File: src/rtl/core/rv32sc_pkg.sv
`timescale 1ns / 1ps
`default_nettype none
// ----------------------------------------------------------------------------
// rv32sc_pkg
// Opcodes, function codes and the per-instruction result record shared by
// the RV32I subset core.
// ----------------------------------------------------------------------------
package rv32sc_pkg;

   localparam int DATA_WORDS_DEFAULT = 32;

   localparam logic [6:0] OPC_RTYPE  = 7'b0110011;
   localparam logic [6:0] OPC_ITYPE  = 7'b0010011;
   localparam logic [6:0] OPC_LOAD   = 7'b0000011;
   localparam logic [6:0] OPC_STORE  = 7'b0100011;
   localparam logic [6:0] OPC_BRANCH = 7'b1100011;

   localparam logic [2:0] F3_ADD  = 3'b000;
   localparam logic [2:0] F3_OR   = 3'b110;
   localparam logic [2:0] F3_AND  = 3'b111;
   localparam logic [2:0] F3_WORD = 3'b010;
   localparam logic [2:0] F3_BEQ  = 3'b000;

   localparam logic [6:0] F7_BASE = 7'b0000000;
   localparam logic [6:0] F7_ALT  = 7'b0100000;

   // One instruction's outcome as it moves down the pipe
   typedef struct packed {
      logic [31:0] next_pc;
      logic        executed;
      logic        branch_taken;
      logic        reg_written;
      logic [4:0]  dest_index;
      logic [31:0] dest_value;
      logic        is_load;
      logic        store_done;
      logic [31:0] store_value;
   } res_type;

endpackage
`default_nettype wire

File: src/rtl/core/rv32_subset_single_cycle_core.sv
`timescale 1ns / 1ps
`default_nettype none
// Throughput: one instruction per cycle while rsp_ready allows; a register read of
// a load's destination within the next three instructions stalls the execute stage.
// Reset: a clearing pass over max(DATA_WORDS, 32) words zeroes register file and
// data memory; no request is accepted during it. The PC resets to 0.
// ----------------------------------------------------------------------------
// rv32_subset_single_cycle_core
// RV32I subset (add sub or and addi ori andi lw sw beq). Register file and
// data memory are synchronous RAMs; pipe: execute, two word-index stages,
// memory access, response register. Operands are forwarded from all later stages
// (loads only from the response stage) and from writes that land during a wait in execute.
// ----------------------------------------------------------------------------
module rv32_subset_single_cycle_core #(
   parameter int DATA_WORDS = rv32sc_pkg::DATA_WORDS_DEFAULT
) (
   input  wire logic        clock,
   input  wire logic        reset,
   input  wire logic        csr_valid,
   output logic             csr_ready,
   input  wire logic [31:0] csr_start_pc,
   input  wire logic        req_valid,
   output logic             req_ready,
   input  wire logic [31:0] req_instruction,
   output logic             rsp_valid,
   input  wire logic        rsp_ready,
   output logic [31:0]      rsp_next_pc,
   output logic             rsp_executed,
   output logic             rsp_branch_taken,
   output logic             rsp_reg_written,
   output logic [4:0]       rsp_dest_index,
   output logic [31:0]      rsp_dest_value,
   output logic             rsp_store_done,
   output logic [4:0]       rsp_store_word_index,
   output logic [31:0]      rsp_store_value
);
   import rv32sc_pkg::*;

   localparam int AW          = $clog2(DATA_WORDS);
   localparam int RMW         = $clog2(2 * DATA_WORDS);
   localparam int IDXW        = (AW > 5) ? AW : 5;
   localparam int CLEAR_WORDS = (DATA_WORDS > 32) ? DATA_WORDS : 32;
   localparam int CW          = $clog2(CLEAR_WORDS);
   localparam longint unsigned RECIP_L = (64'd1 << 32) / DATA_WORDS;
   localparam logic [30:0]     RECIP        = 31'(RECIP_L);
   localparam logic [29:0]     DATA_WORDS_W = 30'(DATA_WORDS);
   localparam logic [RMW-1:0]  DATA_WORDS_R = RMW'(DATA_WORDS);

   // ---------------- memories ----------------
   logic [31:0] rf_mem [32];
   logic [31:0] dm_mem [DATA_WORDS];
   logic [31:0] rf_rdata_ff [2];
   logic [31:0] dm_rdata_ff;

   // ---------------- clearing pass ----------------
   logic          clear_ff;
   logic [CW-1:0] clear_cnt_ff;

   // ---------------- pipe state ----------------
   logic [31:0] pc_reg_ff, pc_in;
   logic        d_valid_ff, a1_valid_ff, a2_valid_ff, m_valid_ff, w_valid_ff;
   logic [31:0] d_ins_ff;
   logic        d_fwd_valid_ff [2];
   logic [31:0] d_fwd_ff [2];
   logic        d_fwd_valid_in [2];
   logic [31:0] d_fwd_in [2];
   res_type     a1_res_ff, a2_res_ff, m_res_ff, w_res_ff;
   logic [29:0] a1_word_ff, a2_word_ff;
   logic [28:0] a2_quot_ff;
   logic [RMW-1:0] m_rem_ff;
   logic [4:0]  w_idx_ff;

   // ---------------- handshake / flow ----------------
   logic req_accept;
   logic w_free, m_go, m_free, a2_go, a2_free, a1_go, a1_free, d_go, d_free;
   logic hazard;

   // ---------------- execute ----------------
   logic [4:0]  d_rs [2];
   logic [31:0] d_base [2];
   logic [31:0] d_opnd [2];
   logic [6:0]  opcode, funct7;
   logic [2:0]  funct3;
   logic [4:0]  rd;
   logic [31:0] imm_i, imm_s, imm_b, alu_val, d_addr;
   logic        ex_exec, ex_wr, ex_load, ex_store, ex_taken;
   res_type     d_res;

   // ---------------- index path ----------------
   logic [60:0]    a1_prod;
   logic [29:0]    a2_rem;
   logic [RMW-1:0] m_idx_full;
   logic [AW-1:0]  m_idx;
   logic [IDXW-1:0] m_idx_wide;

   // ---------------- commit ----------------
   logic        commit;
   logic [31:0] w_value;
   logic        rf_we;
   logic [4:0]  rf_waddr;
   logic [31:0] rf_wdata;
   logic        dm_we;
   logic [AW-1:0] dm_waddr;
   logic [31:0] dm_wdata;

   assign csr_ready  = 1'b1;
   assign req_accept = req_valid && req_ready;

   assign w_free  = !w_valid_ff || rsp_ready;
   assign m_go    = m_valid_ff && w_free;
   assign m_free  = !m_valid_ff || w_free;
   assign a2_go   = a2_valid_ff && m_free;
   assign a2_free = !a2_valid_ff || m_free;
   assign a1_go   = a1_valid_ff && a2_free;
   assign a1_free = !a1_valid_ff || a2_free;
   assign d_go    = d_valid_ff && !hazard && a1_free;
   assign d_free  = !d_valid_ff || d_go;
   assign req_ready = !clear_ff && d_free;

   assign d_rs[0] = d_ins_ff[19:15];
   assign d_rs[1] = d_ins_ff[24:20];

   // load results are known only in the response stage
   always_comb begin
      hazard = 1'b0;
      for (int i = 0; i < 2; i++) begin
         if (d_rs[i] != 5'd0) begin
            if ((a1_valid_ff && a1_res_ff.is_load && a1_res_ff.dest_index == d_rs[i]) ||
                (a2_valid_ff && a2_res_ff.is_load && a2_res_ff.dest_index == d_rs[i]) ||
                (m_valid_ff && m_res_ff.is_load && m_res_ff.dest_index == d_rs[i])) begin
               hazard = 1'b1;
            end
         end
      end
   end

   assign w_value = w_res_ff.is_load ? dm_rdata_ff : w_res_ff.dest_value;
   assign commit  = w_valid_ff && rsp_ready && w_res_ff.reg_written;

   // operand select: youngest in-flight writer first, then RAM view
   always_comb begin
      for (int i = 0; i < 2; i++) begin
         d_base[i] = d_fwd_valid_ff[i] ? d_fwd_ff[i] : rf_rdata_ff[i];
         if (d_rs[i] == 5'd0) begin
            d_opnd[i] = 32'd0;
         end else if (a1_valid_ff && a1_res_ff.reg_written &&
                      a1_res_ff.dest_index == d_rs[i]) begin
            d_opnd[i] = a1_res_ff.dest_value;
         end else if (a2_valid_ff && a2_res_ff.reg_written &&
                      a2_res_ff.dest_index == d_rs[i]) begin
            d_opnd[i] = a2_res_ff.dest_value;
         end else if (m_valid_ff && m_res_ff.reg_written &&
                      m_res_ff.dest_index == d_rs[i]) begin
            d_opnd[i] = m_res_ff.dest_value;
         end else if (w_valid_ff && w_res_ff.reg_written &&
                      w_res_ff.dest_index == d_rs[i]) begin
            d_opnd[i] = w_value;
         end else begin
            d_opnd[i] = d_base[i];
         end
      end
   end

   // catch register file writes that land after the RAM read was taken
   always_comb begin
      for (int i = 0; i < 2; i++) begin
         d_fwd_valid_in[i] = d_fwd_valid_ff[i];
         d_fwd_in[i]       = d_fwd_ff[i];
         if (req_accept) begin
            d_fwd_valid_in[i] = commit && (w_res_ff.dest_index ==
                                (i == 0 ? req_instruction[19:15] : req_instruction[24:20]));
            d_fwd_in[i]       = w_value;
         end else if (commit && w_res_ff.dest_index == d_rs[i]) begin
            d_fwd_valid_in[i] = 1'b1;
            d_fwd_in[i]       = w_value;
         end
      end
   end

   assign opcode = d_ins_ff[6:0];
   assign rd     = d_ins_ff[11:7];
   assign funct3 = d_ins_ff[14:12];
   assign funct7 = d_ins_ff[31:25];
   assign imm_i  = {{20{d_ins_ff[31]}}, d_ins_ff[31:20]};
   assign imm_s  = {{20{d_ins_ff[31]}}, d_ins_ff[31:25], d_ins_ff[11:7]};
   assign imm_b  = {{19{d_ins_ff[31]}}, d_ins_ff[31], d_ins_ff[7],
                    d_ins_ff[30:25], d_ins_ff[11:8], 1'b0};

   always_comb begin
      ex_exec  = 1'b0;
      ex_wr    = 1'b0;
      ex_load  = 1'b0;
      ex_store = 1'b0;
      ex_taken = 1'b0;
      alu_val  = 32'd0;
      unique case (opcode)
         OPC_RTYPE: begin
            if (funct3 == F3_ADD && funct7 == F7_BASE) begin
               alu_val = d_opnd[0] + d_opnd[1];
               ex_exec = 1'b1;
            end else if (funct3 == F3_ADD && funct7 == F7_ALT) begin
               alu_val = d_opnd[0] - d_opnd[1];
               ex_exec = 1'b1;
            end else if (funct3 == F3_OR && funct7 == F7_BASE) begin
               alu_val = d_opnd[0] | d_opnd[1];
               ex_exec = 1'b1;
            end else if (funct3 == F3_AND && funct7 == F7_BASE) begin
               alu_val = d_opnd[0] & d_opnd[1];
               ex_exec = 1'b1;
            end
            ex_wr = ex_exec;
         end
         OPC_ITYPE: begin
            case (funct3)
               F3_ADD: begin
                  alu_val = d_opnd[0] + imm_i;
                  ex_exec = 1'b1;
               end
               F3_OR: begin
                  alu_val = d_opnd[0] | imm_i;
                  ex_exec = 1'b1;
               end
               F3_AND: begin
                  alu_val = d_opnd[0] & imm_i;
                  ex_exec = 1'b1;
               end
               default: ;
            endcase
            ex_wr = ex_exec;
         end
         OPC_LOAD: begin
            if (funct3 == F3_WORD) begin
               ex_exec = 1'b1;
               ex_wr   = 1'b1;
               ex_load = 1'b1;
            end
         end
         OPC_STORE: begin
            if (funct3 == F3_WORD) begin
               ex_exec  = 1'b1;
               ex_store = 1'b1;
            end
         end
         OPC_BRANCH: begin
            if (funct3 == F3_BEQ) begin
               ex_exec  = 1'b1;
               ex_taken = (d_opnd[0] == d_opnd[1]);
            end
         end
         default: ;
      endcase
   end

   assign d_addr = d_opnd[0] + (ex_store ? imm_s : imm_i);
   assign pc_in  = ex_taken ? pc_reg_ff + imm_b : pc_reg_ff + 32'd4;

   always_comb begin
      d_res              = '0;
      d_res.next_pc      = pc_in;
      d_res.executed     = ex_exec;
      d_res.branch_taken = ex_taken;
      d_res.reg_written  = ex_wr && (rd != 5'd0);
      d_res.dest_index   = d_res.reg_written ? rd : 5'd0;
      d_res.dest_value   = (d_res.reg_written && !ex_load) ? alu_val : 32'd0;
      d_res.is_load      = ex_load && d_res.reg_written;
      d_res.store_done   = ex_store;
      d_res.store_value  = ex_store ? d_opnd[1] : 32'd0;
   end

   // word index = (addr >> 2) mod DATA_WORDS by reciprocal, quotient off by at most one
   assign a1_prod = 61'(a1_word_ff) * 61'(RECIP);
   assign a2_rem  = a2_word_ff - 30'({1'b0, a2_quot_ff} * DATA_WORDS_W);

   always_comb begin
      if (m_rem_ff >= DATA_WORDS_R) begin
         m_idx_full = m_rem_ff - DATA_WORDS_R;
      end else begin
         m_idx_full = m_rem_ff;
      end
   end
   assign m_idx      = m_idx_full[AW-1:0];
   assign m_idx_wide = IDXW'(m_idx);

   // ---------------- write ports ----------------
   always_comb begin
      if (clear_ff) begin
         rf_we    = ({1'b0, clear_cnt_ff} < (CW + 1)'(32));
         rf_waddr = clear_cnt_ff[4:0];
         rf_wdata = 32'd0;
         dm_we    = ({1'b0, clear_cnt_ff} < (CW + 1)'(DATA_WORDS));
         dm_waddr = clear_cnt_ff[AW-1:0];
         dm_wdata = 32'd0;
      end else begin
         rf_we    = commit;
         rf_waddr = w_res_ff.dest_index;
         rf_wdata = w_value;
         dm_we    = m_go && m_res_ff.store_done;
         dm_waddr = m_idx;
         dm_wdata = m_res_ff.store_value;
      end
   end

   always_ff @(posedge clock) begin
      if (rf_we) begin
         rf_mem[rf_waddr] <= rf_wdata;
      end
      if (req_accept) begin
         rf_rdata_ff[0] <= rf_mem[req_instruction[19:15]];
         rf_rdata_ff[1] <= rf_mem[req_instruction[24:20]];
      end
   end

   always_ff @(posedge clock) begin
      if (dm_we) begin
         dm_mem[dm_waddr] <= dm_wdata;
      end
      if (m_go) begin
         dm_rdata_ff <= dm_mem[m_idx];
      end
   end

   // ---------------- control registers ----------------
   always_ff @(posedge clock) begin
      if (reset) begin
         clear_ff     <= 1'b1;
         clear_cnt_ff <= '0;
         pc_reg_ff    <= 32'd0;
         d_valid_ff   <= 1'b0;
         a1_valid_ff  <= 1'b0;
         a2_valid_ff  <= 1'b0;
         m_valid_ff   <= 1'b0;
         w_valid_ff   <= 1'b0;
      end else begin
         if (clear_ff) begin
            clear_cnt_ff <= clear_cnt_ff + 1'b1;
            if (clear_cnt_ff == CW'(CLEAR_WORDS - 1)) begin
               clear_ff <= 1'b0;
            end
         end
         if (csr_valid && csr_ready) begin
            pc_reg_ff <= csr_start_pc;
         end else if (d_go) begin
            pc_reg_ff <= pc_in;
         end
         if (d_free) d_valid_ff <= req_accept;
         if (a1_free) a1_valid_ff <= d_go;
         if (a2_free) a2_valid_ff <= a1_go;
         if (m_free) m_valid_ff <= a2_go;
         if (w_free) w_valid_ff <= m_go;
      end
   end

   // ---------------- payload registers ----------------
   always_ff @(posedge clock) begin
      if (req_accept) begin
         d_ins_ff <= req_instruction;
      end
      for (int i = 0; i < 2; i++) begin
         d_fwd_valid_ff[i] <= d_fwd_valid_in[i];
         d_fwd_ff[i]       <= d_fwd_in[i];
      end
      if (d_go) begin
         a1_res_ff  <= d_res;
         a1_word_ff <= d_addr[31:2];
      end
      if (a1_go) begin
         a2_res_ff  <= a1_res_ff;
         a2_word_ff <= a1_word_ff;
         a2_quot_ff <= a1_prod[60:32];
      end
      if (a2_go) begin
         m_res_ff <= a2_res_ff;
         m_rem_ff <= a2_rem[RMW-1:0];
      end
      if (m_go) begin
         w_res_ff <= m_res_ff;
         w_idx_ff <= m_res_ff.store_done ? m_idx_wide[4:0] : 5'd0;
      end
   end

   // ---------------- response ----------------
   assign rsp_valid            = w_valid_ff;
   assign rsp_next_pc          = w_res_ff.next_pc;
   assign rsp_executed         = w_res_ff.executed;
   assign rsp_branch_taken     = w_res_ff.branch_taken;
   assign rsp_reg_written      = w_res_ff.reg_written;
   assign rsp_dest_index       = w_res_ff.dest_index;
   assign rsp_dest_value       = w_value;
   assign rsp_store_done       = w_res_ff.store_done;
   assign rsp_store_word_index = w_idx_ff;
   assign rsp_store_value      = w_res_ff.store_value;

endmodule
`default_nettype wire
File: config.mk
export PLATFORM = sky130hd
export DESIGN_NAME = rv32_subset_single_cycle_core
export DESIGN_NICKNAME = d
export VERILOG_FILES = /design/src/rtl/core/rv32sc_pkg.sv /design/src/rtl/core/rv32_subset_single_cycle_core.sv
export SDC_FILE = /design/constraint.sdc
export NUM_CORES = 2
export LEC_CHECK = 0
export BUFFER_PORTS_ARGS = -buffer_cell sky130_fd_sc_hd__buf_2
export CAP_MARGIN = 20
export CELL_PAD_IN_SITES_DETAIL_PLACEMENT = 1
export CELL_PAD_IN_SITES_GLOBAL_PLACEMENT = 1
export CORE_MARGIN = 2
export CORE_UTILIZATION = 45
export CTS_CLUSTER_DIAMETER = 50
export DETAILED_ROUTE_END_ITERATION = 12
export HOLD_SLACK_MARGIN = 0.02
export MAX_ROUTING_LAYER = met4
export PLACE_DENSITY_LB_ADDON = 0.1
export SYNTH_ARGS = -nofsm -noshare
export SYNTH_HDL_FRONTEND = slang
export SYNTH_SLANG_ARGS = --single-unit
File: constraint.sdc
create_clock -name clock -period 12.6 [get_ports clock]
set_input_delay 0.63 -clock clock [delete_from_list [all_inputs] [get_ports clock]]
set_output_delay 0.63 -clock clock [all_outputs]
set_load 0.03 [all_outputs]
==> run metrics <==
HPWL after DPL 241000 um; total global-route track usage 29.9%; post-route setup TNS 0 ns; core area 271000 sq um; WHS Path Cells 3; final period utilization 58.3%; First-pass DRT Iterations 5; CP Capture Type flop; row cnt 191; Setup Skew ~0.076 ns; clk slew on worst S/H paths 0.05 ns; Worst R2R End a1_res_ff[58]; DRC viols 0; Root Driver clkbuf_16; Leak 46.7 nW; IO buf count 180; Post-synth EDFFs 2684; CP arrival 7.98 ns; status completed; clock sinks approximately 2700; highest metal used met4; Hold Crit Class input port to flop; Setup-failing EPs final 0; Crit Path Category flop to flop; HP Start csr_start_pc[30]; Synth top area share 65.5%; Ports 182; P&R area growth vs syn 15.0%; fraction of registers with async set/reset 0%; Die W 527 um; antenna violations before repair 14; met2 WL about 200000 um; WHS Endpoint pc_reg_ff[30]; Yosys reg bits 2729; Chip Height 527 um; Post-Syn Instances 6959; Ys Warns 0; Unique masters post-synth 121; Max transition margin about 23%; first-pass GRT wire length 570000 um; GR Overflow Total 0; placer's final routability congestion estimate 0.947; vias per std cell 6.32; Max Slew Vio Count 0; Setup Fix Bufs, Post-CTS 0; worst-skew pair later-pin latency 0.95 ns; Final ANT Viol Nets 0; register area share after synthesis between 60% and 70%; H-tree depth 5; pin count of the biggest net entering global routing 118; CTS tree yes; top area cells in the synthesized netlist edfxtp_1 66%, mux4_2 18%, ha_1 1.9%, nand2_1 1.3%, nor2_1 1.1%; Max Freq roughly 0.14 GHz; Least-Margin Pin Slew 1.16 ns; nets 7553; Num CTS Buffers approximately 340; WL met3 26600 um; DIE AREA 278000 sq um; worst-path maximum fanout 35; area of the mapped netlist 123000 sq um; Post-synth top flop edfxtp_1; CTS Buffer Depth 4; syn nets 7215; via count 70534; dpl cells about 10000; total wire length 404000 um; Max Cap Violations 0; worst r2r path cells 27; post-synth top area cell edfxtp_1; routed len/inst ~36 um; post-synthesis area per instance 17.7 sq um; Non-Filler Instances 11157; Initial Util 45.3%; Metal-1 WL approximately 160000 um; RSZ-0062 raised after global routing no; layout cell share with drive strength beyond 1 just under 30%; vias in the first global route 73114; startpoint types flop; Final min period 7.35 ns; Initial DRC Count roughly 8300; Cell Pwr Density roughly 150 nW/um^2; worst r2r src rsp_dest_index[1]; worst path required time 13.23 ns; Max IR drop VDD 121 uV; FF-to-FF setup slack 5.25 ns; final-report hold violation count 0
-- power breakdown --
part / internal, mW / leakage, nW / switching, mW / total [mW]
combinational: 0.558 / 16.0 / 0.821 / 1.38
sequential: 9.93 / 25.1 / 0.0393 / 9.97
clock: 5.96 / 5.64 / 4.12 / 10.1
-- worst max-delay path, cell delays in order (launching register included) --
cell and delay [ns]:
edfxtp_1 0.63, xnor2_1 0.29, nand3_1 0.53, nor2_4 0.27
buf_4 0.40, a211oi_1 0.12, a211oi_1 0.26, a21oi_1 0.07
nand2_1 0.07, o21ai_0 0.11, o21ai_0 0.22, and2_1 0.49
inv_1 0.20, fa_1 0.44, nor2b_1 0.13, o21ai_0 0.08
nand2b_1 0.13, a32oi_1 0.15, a21oi_1 0.23, o21ai_0 0.26
a31oi_1 0.49, nor2_1 0.17, o31ai_1 0.51, a41o_1 0.28
a21oi_1 0.08, xnor2_1 0.13, a22oi_1 0.15, o22ai_1 0.11
-- layout make-up --
type | count | area [sq um]
tap | 3570 | 4470
timing repair buffer | 478 | 3720
multi-input combinational | 3581 | 39400
fill | 24502 | 130000
sequential | 2729 | 81500
clock buffer | 384 | 8800
inverter | 165 | 634
antenna | 9 | 22.5
clock inverter | 241 | 2890
-- state kept, by name (all words and copies together), names as in the netlist, 33 cells and up --
signal / cells
a1_res_ff: 106
rf_rdata_ff: 64
rf_mem: 1024
m_res_ff: 106
dm_mem: 1024
d_fwd_ff: 64
a2_res_ff: 106
w_res_ff: 33
-- layout by cell type, fill, tap and decap left out, drive strengths merged, types with 41 or more instances in the layout --
cell / count
inv: 201
nor3: 76
a211oi: 60
ha: 183
buf: 426
xor2: 68
o211ai: 46
bufinv: 41
mux2i: 84
edfxtp: 2684
nor2b: 104
nor2: 371
clkbuf: 384
mux2: 77
nand3: 63
o21ai: 181
mux4: 960
nand2: 420
dlygate4sd3: 52
xnor2: 103
dfxtp: 45
clkinv: 143
a21oi: 273
o22ai: 55
-- layer usage --
metal	global-route usage, %	vias up
li1	-	28888
met5	-	-
met3	3.79	704
met2	47.4	2893
met4	10.7	0
met1	39.9	38049
-- metrics by stage --
stage	power [mW]	hold slack (ns)	area (sq um)	setup slack, ns	utilization [%]
after detailed placement	11.5	0.406	129000	5.43	47.4
after global placement	11.5	0.401	129000	5.55	47.4
final	21.4	0.0850	141000	5.25	52.1
after floorplan	11.0	0.400	123000	2.87	-
after global routing	22.0	0.0916	141000	4.89	52.1
after CTS	21.6	0.0326	141000	5.40	51.9
-- worst max path at each step --
stage,endpoint,from,slack (ns)
after floorplan,dm_mem[16][0],rsp_ready,2.87
after global placement,a1_res_ff[56],rsp_dest_index[1],5.55
after detailed placement,a1_res_ff[65],rsp_dest_index[1],5.43
after CTS,a1_res_ff[65],rsp_dest_index[1],5.40
after global routing,pc_reg_ff[31],rsp_dest_index[1],4.89
final,a1_res_ff[58],rsp_dest_index[1],5.25
-- synthesized netlist by cell type, types with 62 or more instances --
master,n
a21oi_1,270
buf_1,97
buf_4,84
clkbuf_1,267
edfxtp_1,2684
ha_1,183
inv_1,157
mux2_2,77
mux2i_1,84
mux4_2,960
nand2_1,418
nand3_1,62
nor2_1,367
nor2b_1,104
nor3_1,72
o21ai_0,164
xnor2_1,98
xor2_1,68
-- cells by family after synthesis --
family	Yosys count	synth area share, %
other cells	1	0.00305
simple gates	1205	4.49
compound gates	896	4.80
flops	2729	66.3
fa+ha+maj	187	1.93
buf+inv	649	2.32
mux	1121	19.0
xor+xnor	171	1.25
-- timing repair --
action,in CTS,in global routing
hold buffers,52,0
gates resized for setup,0,0
hold endpoints to repair,52,0
No activity file was read; power rests on OpenSTA's default activity.
